==> config.mk <==
export PLATFORM = sky130hd
export DESIGN_NAME = key_click_classifier
export DESIGN_NICKNAME = d
export VERILOG_FILES = /design/src/rtl/kcc_pkg.sv /design/src/rtl/key_click_classifier.sv /design/src/rtl/kcc_lane.sv /design/src/rtl/kcc_merge.sv
export SDC_FILE = /design/constraint.sdc
export NUM_CORES = 1
export LEC_CHECK = 0
export BUFFER_PORTS_ARGS = -buffer_cell sky130_fd_sc_hd__buf_2
export CAP_MARGIN = 20
export CORE_MARGIN = 8
export CORE_UTILIZATION = 40
export DETAILED_ROUTE_END_ITERATION = 16
export PLACE_DENSITY = 0.6
export SETUP_SLACK_MARGIN = 0.1
export SLEW_MARGIN = 40
export SYNTH_ARGS = -nofsm -noshare
export SYNTH_HDL_FRONTEND = slang
export SYNTH_SLANG_ARGS = --single-unit
==> constraint.sdc <==
create_clock -name clock -period 6.1 [get_ports clock]
set_clock_uncertainty 0.15 [all_clocks]
set_input_delay 1.22 -clock clock [delete_from_list [all_inputs] [get_ports clock]]
set_output_delay 1.22 -clock clock [all_outputs]
set_load 0.05 [all_outputs]
==> src/rtl/kcc_pkg.sv <==
package kcc_pkg;

   // Number of key lanes built by default
   localparam int KEYS_DEF = 3;

   // Fixed widths of the scan input and of each event vector
   localparam int LEVEL_W = 3;
   localparam int EVENT_W = 3;

   // Counter and register widths
   localparam int TICK_W = 8;
   localparam logic [TICK_W-1:0] TICK_MAX = {TICK_W{1'b1}};

   // Register file
   localparam int CSR_IDX_W = 8;
   localparam int CSR_DATA_W = 8;
   localparam logic [CSR_IDX_W-1:0] CSR_LONG_PRESS = 8'd0;
   localparam logic [CSR_IDX_W-1:0] CSR_DOUBLE_WINDOW = 8'd1;
   localparam logic [TICK_W-1:0] LONG_PRESS_RST = 8'd70;
   localparam logic [TICK_W-1:0] DOUBLE_WINDOW_RST = 8'd35;

   // Events found by one lane in one tick
   typedef struct packed {
      logic short_hit;
      logic double_hit;
      logic long_hit;
   } kcc_evt_type;

endpackage

==> src/rtl/key_click_classifier.sv <==
// Key click classifier: each accepted transaction is one scan tick of active-low
// key levels; every key runs its own debounce lane (idle, confirm, held) with a
// saturating held counter and a double-click window, and the lanes' findings are
// merged into one result of short, double and long press pulses per tick. A
// tick is accepted each cycle the single output register is free or draining; its
// result appears there in the cycle after acceptance, and a new tick is taken in
// the same cycle that the previous result is taken. Keys beyond the three input
// bits read as released and never report. The user must write the two thresholds
// through the csr_ port with no tick in flight; the block does not enforce it.
module key_click_classifier #(
   parameter int KEYS = kcc_pkg::KEYS_DEF
) (
   input  logic                             clock,
   input  logic                             reset,
   input  logic                             req_valid,
   output logic                             req_ready,
   input  logic [kcc_pkg::LEVEL_W-1:0]      req_key_levels,
   output logic                             rsp_valid,
   input  logic                             rsp_ready,
   output logic [kcc_pkg::EVENT_W-1:0]      rsp_short_events,
   output logic [kcc_pkg::EVENT_W-1:0]      rsp_double_events,
   output logic [kcc_pkg::EVENT_W-1:0]      rsp_long_events,
   input  logic                             csr_valid,
   output logic                             csr_ready,
   input  logic [kcc_pkg::CSR_IDX_W-1:0]    csr_index,
   input  logic [kcc_pkg::CSR_DATA_W-1:0]   csr_data
);
   import kcc_pkg::*;

   logic [TICK_W-1:0]          long_press_ff;
   logic [TICK_W-1:0]          double_window_ff;
   logic                       advance;
   kcc_evt_type [KEYS-1:0]     lane_evt;

   // Configuration registers
   assign csr_ready = 1'b1;

   always_ff @(posedge clock) begin
      if (reset) begin
         long_press_ff    <= LONG_PRESS_RST;
         double_window_ff <= DOUBLE_WINDOW_RST;
      end else if (csr_valid) begin
         if (csr_index == CSR_LONG_PRESS) begin
            long_press_ff <= csr_data[TICK_W-1:0];
         end
         if (csr_index == CSR_DOUBLE_WINDOW) begin
            double_window_ff <= csr_data[TICK_W-1:0];
         end
      end
   end

   assign advance = req_valid && req_ready;

   // One debounce lane per key
   for (genvar k = 0; k < KEYS; k++) begin : g_key
      logic released;
      if (k < LEVEL_W) begin : g_pin
         assign released = req_key_levels[k];
      end else begin : g_open
         assign released = 1'b1;
      end
      kcc_lane u_lane (
         .clock               (clock),
         .reset               (reset),
         .advance             (advance),
         .released            (released),
         .long_press_ticks    (long_press_ff),
         .double_window_ticks (double_window_ff),
         .evt                 (lane_evt[k])
      );
   end

   // Merge lane events into the result register
   kcc_merge #(
      .KEYS (KEYS)
   ) u_merge (
      .clock             (clock),
      .reset             (reset),
      .in_valid          (req_valid),
      .in_ready          (req_ready),
      .lane_evt          (lane_evt),
      .rsp_valid         (rsp_valid),
      .rsp_ready         (rsp_ready),
      .rsp_short_events  (rsp_short_events),
      .rsp_double_events (rsp_double_events),
      .rsp_long_events   (rsp_long_events)
   );

endmodule

==> src/rtl/kcc_lane.sv <==
module kcc_lane (
   input  logic                        clock,
   input  logic                        reset,
   input  logic                        advance,
   input  logic                        released,
   input  logic [kcc_pkg::TICK_W-1:0]  long_press_ticks,
   input  logic [kcc_pkg::TICK_W-1:0]  double_window_ticks,
   output kcc_pkg::kcc_evt_type        evt
);
   import kcc_pkg::*;

   typedef enum logic [1:0] {
      PH_IDLE    = 2'd0,
      PH_CONFIRM = 2'd1,
      PH_HELD    = 2'd2
   } phase_type;

   phase_type         phase_ff, phase_in;
   logic [TICK_W-1:0] held_ff, held_in;
   logic              wopen_ff, wopen_in;
   logic [TICK_W-1:0] wticks_ff, wticks_in;
   logic              double_hit, long_hit, short_hit;

   // Debounce phase step, then the click window count
   always_comb begin
      phase_in   = phase_ff;
      held_in    = held_ff;
      wopen_in   = wopen_ff;
      wticks_in  = wticks_ff;
      double_hit = 1'b0;
      long_hit   = 1'b0;
      short_hit  = 1'b0;
      case (phase_ff)
         PH_CONFIRM: begin
            phase_in = released ? PH_IDLE : PH_HELD;
         end
         PH_HELD: begin
            if (released) begin
               if (held_ff <= long_press_ticks) begin
                  if (!wopen_ff) begin
                     wopen_in  = 1'b1;
                     wticks_in = '0;
                  end else begin
                     double_hit = 1'b1;
                     wopen_in   = 1'b0;
                  end
               end else begin
                  long_hit = 1'b1;
               end
               phase_in = PH_IDLE;
            end else if (held_ff != TICK_MAX) begin
               held_in = held_ff + TICK_W'(1);
            end
         end
         default: begin
            // idle, and the unused code that behaves as idle
            if (!released) begin
               phase_in = PH_CONFIRM;
               held_in  = '0;
            end else begin
               phase_in = PH_IDLE;
            end
         end
      endcase
      // count the window also in the tick that opens it
      if (wopen_in) begin
         if (wticks_in != TICK_MAX) begin
            wticks_in = wticks_in + TICK_W'(1);
         end
         if (wticks_in >= double_window_ticks) begin
            short_hit = 1'b1;
            wopen_in  = 1'b0;
         end
      end
   end

   assign evt.short_hit  = short_hit;
   assign evt.double_hit = double_hit;
   assign evt.long_hit   = long_hit;

   // Advance lane state on each accepted transaction
   always_ff @(posedge clock) begin
      if (reset) begin
         phase_ff  <= PH_IDLE;
         held_ff   <= '0;
         wopen_ff  <= 1'b0;
         wticks_ff <= '0;
      end else if (advance) begin
         phase_ff  <= phase_in;
         held_ff   <= held_in;
         wopen_ff  <= wopen_in;
         wticks_ff <= wticks_in;
      end
   end

`ifndef NO_ASSERTIONS
   a_double_needs_window: assert property (@(posedge clock) disable iff (reset)
      double_hit |-> wopen_ff)
      else $error("double click without an open window");
   a_short_double_excl: assert property (@(posedge clock) disable iff (reset)
      $onehot0({short_hit, double_hit}))
      else $error("short and double press in the same tick");
   a_confirm_leaves: assert property (@(posedge clock) disable iff (reset)
      (advance && phase_ff == PH_CONFIRM) |=> (phase_ff != PH_CONFIRM))
      else $error("confirm phase held over a tick");
`endif

endmodule

==> src/rtl/kcc_merge.sv <==
module kcc_merge #(
   parameter int KEYS = kcc_pkg::KEYS_DEF
) (
   input  logic                                  clock,
   input  logic                                  reset,
   input  logic                                  in_valid,
   output logic                                  in_ready,
   input  kcc_pkg::kcc_evt_type [KEYS-1:0]       lane_evt,
   output logic                                  rsp_valid,
   input  logic                                  rsp_ready,
   output logic [kcc_pkg::EVENT_W-1:0]           rsp_short_events,
   output logic [kcc_pkg::EVENT_W-1:0]           rsp_double_events,
   output logic [kcc_pkg::EVENT_W-1:0]           rsp_long_events
);
   import kcc_pkg::*;

   logic [EVENT_W-1:0] short_in, double_in, long_in;
   logic [EVENT_W-1:0] short_ff, double_ff, long_ff;
   logic               valid_ff;
   logic               take;

   // Gather lane events; keys beyond the output width are dropped
   for (genvar i = 0; i < EVENT_W; i++) begin : g_bit
      if (i < KEYS) begin : g_lane
         assign short_in[i]  = lane_evt[i].short_hit;
         assign double_in[i] = lane_evt[i].double_hit;
         assign long_in[i]   = lane_evt[i].long_hit;
      end else begin : g_none
         assign short_in[i]  = 1'b0;
         assign double_in[i] = 1'b0;
         assign long_in[i]   = 1'b0;
      end
   end

   // Take a new transaction whenever the output register is free or draining
   assign in_ready = !valid_ff || rsp_ready;
   assign take     = in_valid && in_ready;

   always_ff @(posedge clock) begin
      if (reset) begin
         valid_ff <= 1'b0;
      end else if (take) begin
         valid_ff <= 1'b1;
      end else if (rsp_ready) begin
         valid_ff <= 1'b0;
      end
   end

   // Hold the result payload until it is taken
   always_ff @(posedge clock) begin
      if (take) begin
         short_ff  <= short_in;
         double_ff <= double_in;
         long_ff   <= long_in;
      end
   end

   assign rsp_valid         = valid_ff;
   assign rsp_short_events  = short_ff;
   assign rsp_double_events = double_ff;
   assign rsp_long_events   = long_ff;

endmodule
=== Word-level counts from Yosys, hierarchy flattened ===
Index checks and enable logic that the tools add are counted.

* Register bits: 83
* Output and inout port bits: 12
* Word-level logic and storage cells: 154

* $add $sub $neg: 6
* $lt $le $gt $ge: 6
* Eq/ne operators: 19
* Mux-type cells: 74
* Bitwise logic cells: 6
* Reduce and logical (&&, ||, !) cells: 19

{| class="wikitable"
|+ Operator list
! cell !! count
|-
| $mux 8 || 30
|-
| $add 8x1->8 const B || 6
|-
| $ne 8x8->1 const B || 6
|-
| $pmux 8 s2 || 3
|-
| $mux 1 || 32
|-
| $ge 8x8->1 || 3
|-
| $le 8x8->1 || 3
|-
| $reduce_and 2->1 || 8
|-
| $mux 2 || 6
|-
| $pmux 2 s2 || 3
|-
| $reduce_and 4->1 || 3
|-
| $reduce_and 3->1 || 3
|-
| $eq 8x1->1 const B || 1
|-
| $logic_not 8->1 || 1
|-
| $eq 2x1->1 const B || 3
|-
| $eq 2x2->1 const B || 3
|-
| $ne 2x1->1 const B || 3
|-
| $ne 2x2->1 const B || 3
|-
| $not 1->1 || 6
|-
| $reduce_bool 2->1 || 1
|-
| $logic_and 1x1->1 || 1
|-
| $logic_not 1->1 || 1
|-
| $logic_or 1x1->1 || 1
|}

=== Depth between registers and ports, before layout ===
Gate-level depths: netlist of run 1.

* Word-level depth: 10
* Mapped depth: 23
* Mapped depth without buffers: 22

=== Cells and area by module ===
A second synthesis of run 1 with hierarchy kept.

* Cell total of the unflattened synthesis: 706
* Area total of the unflattened synthesis: 5,935.7 um2

{| class="wikitable"
|+ By module, submodules not included
! module !! times used !! cells each !! area an instance (um2) !! seq. area each (um2)
|-
| kcc_lane at g_key[0].u_lane ... || 2 || 201 || 1,594.0 || 380.4
|-
| kcc_lane at g_key[2].u_lane || 1 || 215 || 1,670.4 || 380.4
|-
| key_click_classifier || 1 || 75 || 752.0 || 320.3
|-
| kcc_merge || 1 || 14 || 325.3 || 290.3
|}

=== Worst setup path before layout of run 1 ===
Ideal clock, no wire load.

* Path kind: in2reg
* Start point: input port req_key_levels[1] (netlist bit)
* End point: register g_key[1].u_lane.wopen_ff
* Setup time: 0.068 ns
* Arrival time: 4.583 ns
* Setup slack: 1.299 ns
* Cell stages on the path: 18
* Cell sequence: nand2_2 -> o41a_2 -> o31ai_4 -> nand2_1 -> and2_1 -> ha_1 -> and3_1 -> nand3_1 -> buf_2 -> nand2_1 -> mux2_2 -> ha_1 -> a21oi_1 -> o21ai_0 -> a221oi_1 -> o21ai_0 -> or3_1 -> a21oi_2

* Longest elaborated chain between the ends: 8
* Elaborated cells on any way between the ends: 11
* Classes of those cells: add/sub: 1; order compare: 1; eq/ne: 1; mux: 8

{| class="wikitable"
|+ RTL lines
! what !! RTL line !! RTL
|-
| start: declaration || key_click_classifier.sv:17 || <nowiki>input logic [kcc_pkg::LEVEL_W-1:0] req_key_levels,</nowiki>
|-
| $mux 8 || kcc_lane.sv:38 || <nowiki>if (released) begin</nowiki>
|-
| $mux 8 || kcc_lane.sv:33 || <nowiki>case (phase_ff)</nowiki>
|-
| $add 8x1->8 or $ne 8x8->1 (tied branches) || kcc_lane.sv:68, kcc_lane.sv:67 ||
|-
| $mux 8 || kcc_lane.sv:67 || <nowiki>if (wticks_in != TICK_MAX) begin</nowiki>
|-
| $mux 8 || kcc_lane.sv:66 || <nowiki>if (wopen_in) begin</nowiki>
|-
| $ge 8x8->1 || kcc_lane.sv:70 || <nowiki>if (wticks_in >= double_window_ticks) begin</nowiki>
|-
| $mux 1 || kcc_lane.sv:70 ||
|-
| $mux 1 * || kcc_lane.sv:66 ||
|-
| end signal: assignment || kcc_lane.sv:91 || <nowiki>wopen_ff <= wopen_in;</nowiki>
|-
| end: declaration || kcc_lane.sv:20 || <nowiki>logic wopen_ff, wopen_in;</nowiki>
|}

Mark *: on every way between the ends. The rest lies on a longest branch, timed or not. The select of a mux whose other input is x is not followed.
A chain may end at the register's enable or synchronous reset.

=== Worst setup path after layout of run 1 ===
Same ends and word-level chain as after synthesis.

==> out/qor.csv, run 1 <==
stage,metric,value,unit
timing,Fin. Hold Viols,0,
layout,ANT cells,0,
layout,"most common cell after layout, fill and taps aside",nor2_1,
clocking,setup bufs post-CTS,0,
timing,Tightest Pin Transition,0.689,ns
clocking,clk slew on worst S/H paths,0.06,ns
power_and_ir_drop,Lkg Pwr,2.56,nW
worst_hold_path,Hold WC Path Type,register to register,
placed_design,GPL Wtd Cong,0.849,
logic_synthesis,yosys warns,0,
placed_design,detailed placement HPWL,10200,um
timing,unrepaired setup endpoints after global routing,false,
route,DRT iter0 DRCs,355,
placed_design,# placed instances,870,
timing,final setup violation count,0,
clocking,worst skew pair latency,0.35,ns
logic_synthesis,Netlist Area Pre-Place,5720,sq um
placed_design,pre-CTS WS,0.611,ns
layout,"commonest non-fill, non-tap cells in the layout","nor2_1, dfxtp_1, ha_1, nand2_1, a21oi_1",
logic_synthesis,Yosys reg bits,83,
timing,worst setup margin,0.915,ns
logic_synthesis,Synth Instances,678,
clocking,CTS H-Tree Depth,3,
floorplan,die footprint,18400,sq um
timing,Final Cycle Share,85.0,%
route,Residual DRC,0,
global_routing,aggregate global-route resource usage,15.4,%
global_routing,largest net degree at the start of global routing,31,
timing,Worst slew margin,54.1,%
route,Via Count,4952,
route,Post-Route WL,13700,um
floorplan,core outline area,13900,sq um
logic_synthesis,post-synth cell types,75,
logic_synthesis,Post-synth EDFFs,9,
job,MaxCap Viol Count,0,
run_status,status,"finished, final reports clean",
route,Routed Antenna Nets,0,
route,Via-to-Cell Ratio,5.59,
timing,Slew Limit Fails,0,
timing,final setup TNS,0,ns
clocking,# resized after CTS,0,
floorplan,Starting Density,41.1,%
global_routing,vias in the first global route,4808,
clocking,TritonCTS clock tree,yes,
power_and_ir_drop,Power Density,184,nW/um^2
power_and_ir_drop,highest ir drop seen on vdd,0.000153,V
logic_synthesis,"Async S/R FF share, synth",0,%
clocking,Clock Root Buffer,clkbuf_16,
critical_path,Crit. End Element,register,
floorplan,Chip Width,136,um
critical_path,arrival time worst endpoint,5.31,ns
clocking,cts bufs inserted,9,
layout,FILL cells,1338,
timing,Tmin final,5.19,ns
floorplan,# rows,43,
placed_design,PortBufs,34,
logic_synthesis,Synthesized Nets,762,
clocking,Sink Count,83,
timing,Fmax achieved,0.193,GHz
logic_synthesis,Most used DFF post-synth,dfxtp_1,
clocking,Max Buffers Root-to-Sink,2,
layout,synth-to-layout area growth,9.97,%
layout,layout cell share with drive strength beyond 1,12.7,%
layout,fin nets,785,
clocking,Hold Buf Count CTS,0,
global_routing,total congestion overflow,0,
critical_path,Startpoint Class,input pin,
global_routing,initial antenna violation count,0,
floorplan,# IOs,36,
logic_synthesis,Syn Area/Cell,8.44,sq um
logic_synthesis,sequential area share after synthesis,30.6,%
floorplan,Die Height,136,um
route,First-pass DRT Iterations,7,
critical_path,Critical Path RT,6.22,ns
critical_path,CP max FO,11,
critical_path,critical path type,input pin to register,
route,routed len/inst,15.5,um
global_routing,first-pass GRT wire length,23000,um
layout,Post-Layout Cell Count,886,
[synthesized netlist by cell type (3+ instances only)]
library cell | number | share of area [%]
o21ai_0 | 38 | 3.3
inv_1 | 40 | 2.6
a32oi_1 | 3 | 0.46
a2111oi_2 | 4 | 1.0
nand3_1 | 22 | 1.9
and2_1 | 7 | 0.76
buf_2 | 4 | 0.35
a211oi_2 | 4 | 0.87
a211oi_1 | 4 | 0.52
and4_1 | 5 | 0.76
nor2b_1 | 10 | 1.1
a21o_1 | 8 | 1.0
xnor2_1 | 8 | 1.2
clkbuf_1 | 12 | 0.79
o211ai_1 | 5 | 0.66
nand4_1 | 21 | 2.3
nand2_1 | 46 | 3.0
nor4b_1 | 3 | 0.46
a22oi_1 | 3 | 0.39
a21oi_1 | 43 | 3.8
ha_1 | 60 | 13
o21ai_1 | 3 | 0.26
and3_1 | 16 | 1.7
nor2_1 | 83 | 5.4
a31oi_1 | 9 | 0.98
or2_1 | 3 | 0.33
buf_1 | 4 | 0.26
mux2i_1 | 19 | 3.3
nand2b_1 | 6 | 0.66
mux2_2 | 4 | 0.79
or3_1 | 7 | 0.76
nor3_1 | 18 | 1.6
dfxtp_1 | 74 | 26
buf_6 | 3 | 0.59
o21a_1 | 5 | 0.66
xor2_1 | 18 | 2.8
edfxtp_1 | 9 | 4.7
[metal layers]
layer  wire [um]  vias to the layer above  track usage, %
met5           0                        -               0
met2        6670                       81            26.9
met4         225                        0            4.26
met3         463                       23            3.75
met1        6370                     2342            18.3
li1            -                     2506               -
[power breakdown]
group / switching [mW] / leakage (nW) / internal, mW / total (mW)
Clock: 0.229 / 0.141 / 0.289 / 0.519
Sequential: 0.00367 / 0.689 / 0.557 / 0.560
Combinational: 0.0553 / 1.73 / 0.0213 / 0.0766
Total: 0.288 / 2.56 / 0.867 / 1.16
[state kept, by name, indices dropped and copies added, names as in the netlist]
register	cells
u_merge.rsp_short_events	3
u_merge.rsp_double_events	3
u_merge.rsp_long_events	3
g_key.u_lane.phase_ff	6
g_key.u_lane.wopen_ff	3
g_key.u_lane.held_ff	24
u_merge.rsp_valid	1
g_key.u_lane.wticks_ff	24
double_window_ff	8
long_press_ff	8
[worst max-delay path, cell delays in order]
cell,delay (ns)
buf_2,0.14
nand2_2,0.11
or3_1,0.39
o41a_2,0.15
o31ai_4,0.12
nand2_1,0.20
and2_1,0.20
ha_1,0.26
and3_1,0.24
nand3_1,0.34
nand4_1,0.24
xor2_1,0.19
nor2_1,0.10
ha_1,0.22
and3_1,0.18
a221oi_1,0.27
o21ai_0,0.21
or3_1,0.41
a21oi_2,0.12
[through the flow]
stage / hold WS (ns) / cell area, sq um / total power [mW] / util [%]
after floorplan: 0.285 / 5720 / 0.622 / -
after global placement: 0.293 / 6010 / 0.647 / 43.2
after detailed placement: 0.308 / 6020 / 0.650 / 43.2
after CTS: 0.322 / 6290 / 1.17 / 45.2
after global routing: 0.358 / 6290 / 1.20 / 45.2
final: 0.317 / 6290 / 1.16 / 45.2
[logic make-up (layout without fill, tap and decap cells)]
family	count (synthesis)	count (layout)	share of synthesized area, %
flops	83	83	30.6
fa+ha+maj	60	60	13.1
compound gates	153	153	18.6
xor+xnor	27	27	4.26
mux	26	26	4.81
other cells	1	1	0.0655
buf+inv	64	92	4.74
simple gates	264	264	23.8
[cell type report]
cell class / count / area [sq um] / area share (%)
clock buffers: 11 / 243 / 3.86
clock inverters: 5 / 35.0 / 0.557
multi-input cells: 531 / 3700 / 58.8
inverters: 40 / 150 / 2.39
repair buffers: 36 / 185 / 2.94
well taps: 180 / 225 / 3.58
flip-flops and latches: 83 / 1750 / 27.8
[path summary, 6_finish.rpt]
kind | start | slack [ns] | to | depth (start not counted)
min | double_window_ff[5] | 0.32 | double_window_ff[5] | 1
min reg2reg | double_window_ff[5] | 0.32 | double_window_ff[5] | 1
max reg2reg | long_press_ff[5] | 0.96 | g_key[1].u_lane.wopen_ff | 20
max | req_key_levels[1] | 0.91 | g_key[1].u_lane.wopen_ff | 19
(Power assumes the default switching activity.)
==> inputs of run 2 (changes only) <==
--- a/config.mk
+++ b/config.mk
@@ -12,4 +12,5 @@
 export DETAILED_ROUTE_END_ITERATION = 16
 export PLACE_DENSITY = 0.6
+export REMOVE_ABC_BUFFERS = 1
 export SETUP_SLACK_MARGIN = 0.1
 export SLEW_MARGIN = 40
==> constraint.sdc (replaced) <==
create_clock -name clock -period 6.1 [get_ports clock]
set_clock_uncertainty 0.15 [all_clocks]
set_input_delay 0.305 -clock clock [delete_from_list [all_inputs] [get_ports clock]]
set_output_delay 0.305 -clock clock [all_outputs]
set_load 0.05 [all_outputs]
==> run 2 against run 1 <==
Effect of this change:
- via count grew 0.26%
- global-route usage increased by 0.33 points
- sequential power about the same
- largest power group is now clock
- die area stayed put
- clock power grew 13%
- non-clock buffer count increased by 1
- count of clock-buffer cells in the layout fell by 1
- combinational power hardly changed
- first-iteration DRC count down 13%
- power grew 6.0%
- hold slack got worse by 0.25 ns
- cell area up 0.80%
==> out/qor.csv, run 2 (synthesized netlist as in run 1, its figures left out) <==
stage,metric,value,unit
timing,Final Cycle Share,81.1,%
layout,Largest regs,"g_key.u_lane.held_ff x24, g_key.u_lane.wticks_ff x24",
global_routing,total congestion overflow,0,
clocking,worst skew pair latency,0.36,ns
timing,Tmin final,4.95,ns
floorplan,die footprint,18400,sq um
global_routing,aggregate global-route resource usage,15.7,%
critical_path,Crit. End Element,register,
critical_path,CP dominant cell by count,ha_1,
global_routing,initial antenna violation count,0,
job,MaxCap Viol Count,0,
power_and_ir_drop,register share of total power,45.8,%
worst_hold_path,Hold WC Path Type,input pin to register,
placed_design,PortBufs,34,
layout,"commonest non-fill, non-tap cells in the layout","nor2_1, dfxtp_1, ha_1, nand2_1, a21oi_1",
timing,Fmax achieved,0.202,GHz
power_and_ir_drop,sw frac,24.6,%
clocking,CTS H-Tree Depth,3,
floorplan,core outline area,13900,sq um
timing,final setup violation count,0,
timing,Slew Limit Fails,0,
power_and_ir_drop,Power Density,193,nW/um^2
layout,fin nets,786,
placed_design,GPL Wtd Cong,0.872,
global_routing,first-pass GRT wire length,23400,um
route,Residual DRC,0,
global_routing,largest net degree at the start of global routing,28,
timing,Worst slew margin,52.4,%
critical_path,critical path type,register to register,
timing,Fin. Hold Viols,0,
critical_path,Startpoint Class,register,
clocking,clk slew on worst S/H paths,0.06,ns
power_and_ir_drop,Combinational Power Share,6.3,%
route,DRT iter0 DRCs,308,
critical_path,reg2reg setup slack,1.15,ns
floorplan,# rows,43,
placed_design,detailed placement HPWL,10100,um
floorplan,Chip Width,136,um
critical_path,sequence of cells on the critical path,"inv_1, ha_1, a211oi_2, nor2_1, or2_1, o31ai_4, nand2_1, and2_1, ha_1, and3_1, nand3_1, nand4_1, xor2_1, nor2_1, ha_1, and3_1, a221oi_1, o21ai_0, or3_1, a21oi_2",
power_and_ir_drop,Int Power,0.924,mW
global_routing,vias in the first global route,4950,
run_status,status,"finished, final reports clean",
clocking,Hold Buf Count CTS,0,
floorplan,Starting Density,41.1,%
power_and_ir_drop,highest ir drop seen on vdd,0.000163,V
floorplan,Die Height,136,um
power_and_ir_drop,Lkg Pwr,2.58,nW
timing,final setup TNS,0,ns
critical_path,crit path max-delay cell type,or3_1,
critical_path,max incr delay on CP,0.38,ns
timing,unrepaired setup endpoints after global routing,false,
power_and_ir_drop,Clk pwr share,48.0,%
route,Post-Route WL,13700,um
clocking,Max Buffers Root-to-Sink,2,
layout,ANT cells,0,
layout,synth-to-layout area growth,10.8,%
floorplan,# IOs,36,
power_and_ir_drop,total power,1.22,mW
layout,"most common cell after layout, fill and taps aside",nor2_1,
critical_path,CP max FO,11,
route,First-pass DRT Iterations,4,
route,Via-to-Cell Ratio,5.60,
power_and_ir_drop,sw power,0.301,mW
timing,Tightest Pin Transition,0.710,ns
layout,layout cell share with drive strength beyond 1,13.0,%
critical_path,arrival time worst endpoint,5.08,ns
clocking,# resized after CTS,0,
clocking,cts bufs inserted,9,
route,Via Count,4965,
route,routed len/inst,15.4,um
clocking,setup bufs post-CTS,0,
clocking,Clock Root Buffer,clkbuf_16,
clocking,Sink Count,83,
critical_path,Critical Path RT,6.24,ns
route,Routed Antenna Nets,0,
clocking,TritonCTS clock tree,yes,
[run 2: worst max-delay path, delay by kind of cell (launching register included)]
kind	cells	cell delay (ns)
adders and majority gates	3	0.85
DFF	1	0.33
buffers and inverters	1	0.08
xor gates and xnor gates	1	0.20
AOI/OAI and AO/OA	5	1.14
and+or+nand+nor	10	2.13
[run 2: area by class of cell]
type / count / area (sq um)
clock buffers: 10 / 250
inverters: 40 / 150
multi-input cells: 531 / 3700
well taps: 180 / 225
flip-flops and latches: 83 / 1750
clock inverters: 6 / 70.1
repair buffers: 37 / 193
fillers: 1375 / 7590
[run 2: power by group through the flow]
stage,registers [mW],logic (mW),clock network (mW)
5_1_grt,0.561,0.0837,0.625
2_1_floorplan,0.583,0.0332,0
3_3_place_gp,0.572,0.0748,0
3_5_place_dp,0.573,0.0771,0
4_1_cts,0.560,0.0773,0.603
6_report,0.560,0.0769,0.587
[run 2: metrics by stage]
step / setup slack [ns] / cell area [sq um] / cells / util [%] / hold slack, ns
6_report: 1.15 / 6340 / 887 / 45.5 / 0.0667
5_1_grt: 0.723 / 6340 / 887 / 45.5 / 0.0698
4_1_cts: 1.13 / 6340 / 887 / 45.5 / 0.0540
3_5_place_dp: 1.17 / 6020 / 871 / 43.2 / 0.326
3_3_place_gp: 1.31 / 6020 / 871 / 43.2 / 0.296
2_1_floorplan: 1.66 / 5600 / 654 / - / 0.217
[run 2: layer usage]
| metal | GRT usage [%] | share of wire [%] | vias to the layer above |
|---|---|---|---|
| met4 | 5.98 | 1.9 | 0 |
| met1 | 19.2 | 47 | 2377 |
| li1 | - | - | 2506 |
| met5 | 0 | 0 | - |
| met3 | 3.60 | 3.3 | 16 |
| met2 | 26.2 | 48 | 66 |
[run 2: final timing paths]
| check | start | to | cells after the start |
|---|---|---|---|
| worst max-delay path | long_press_ff[5] | g_key[1].u_lane.wopen_ff | 20 |
| worst min-delay path | csr_data[1] | double_window_ff[1] | 3 |
| worst max register to register | long_press_ff[5] | g_key[1].u_lane.wopen_ff | 20 |
| worst min register to register | double_window_ff[5] | double_window_ff[5] | 1 |
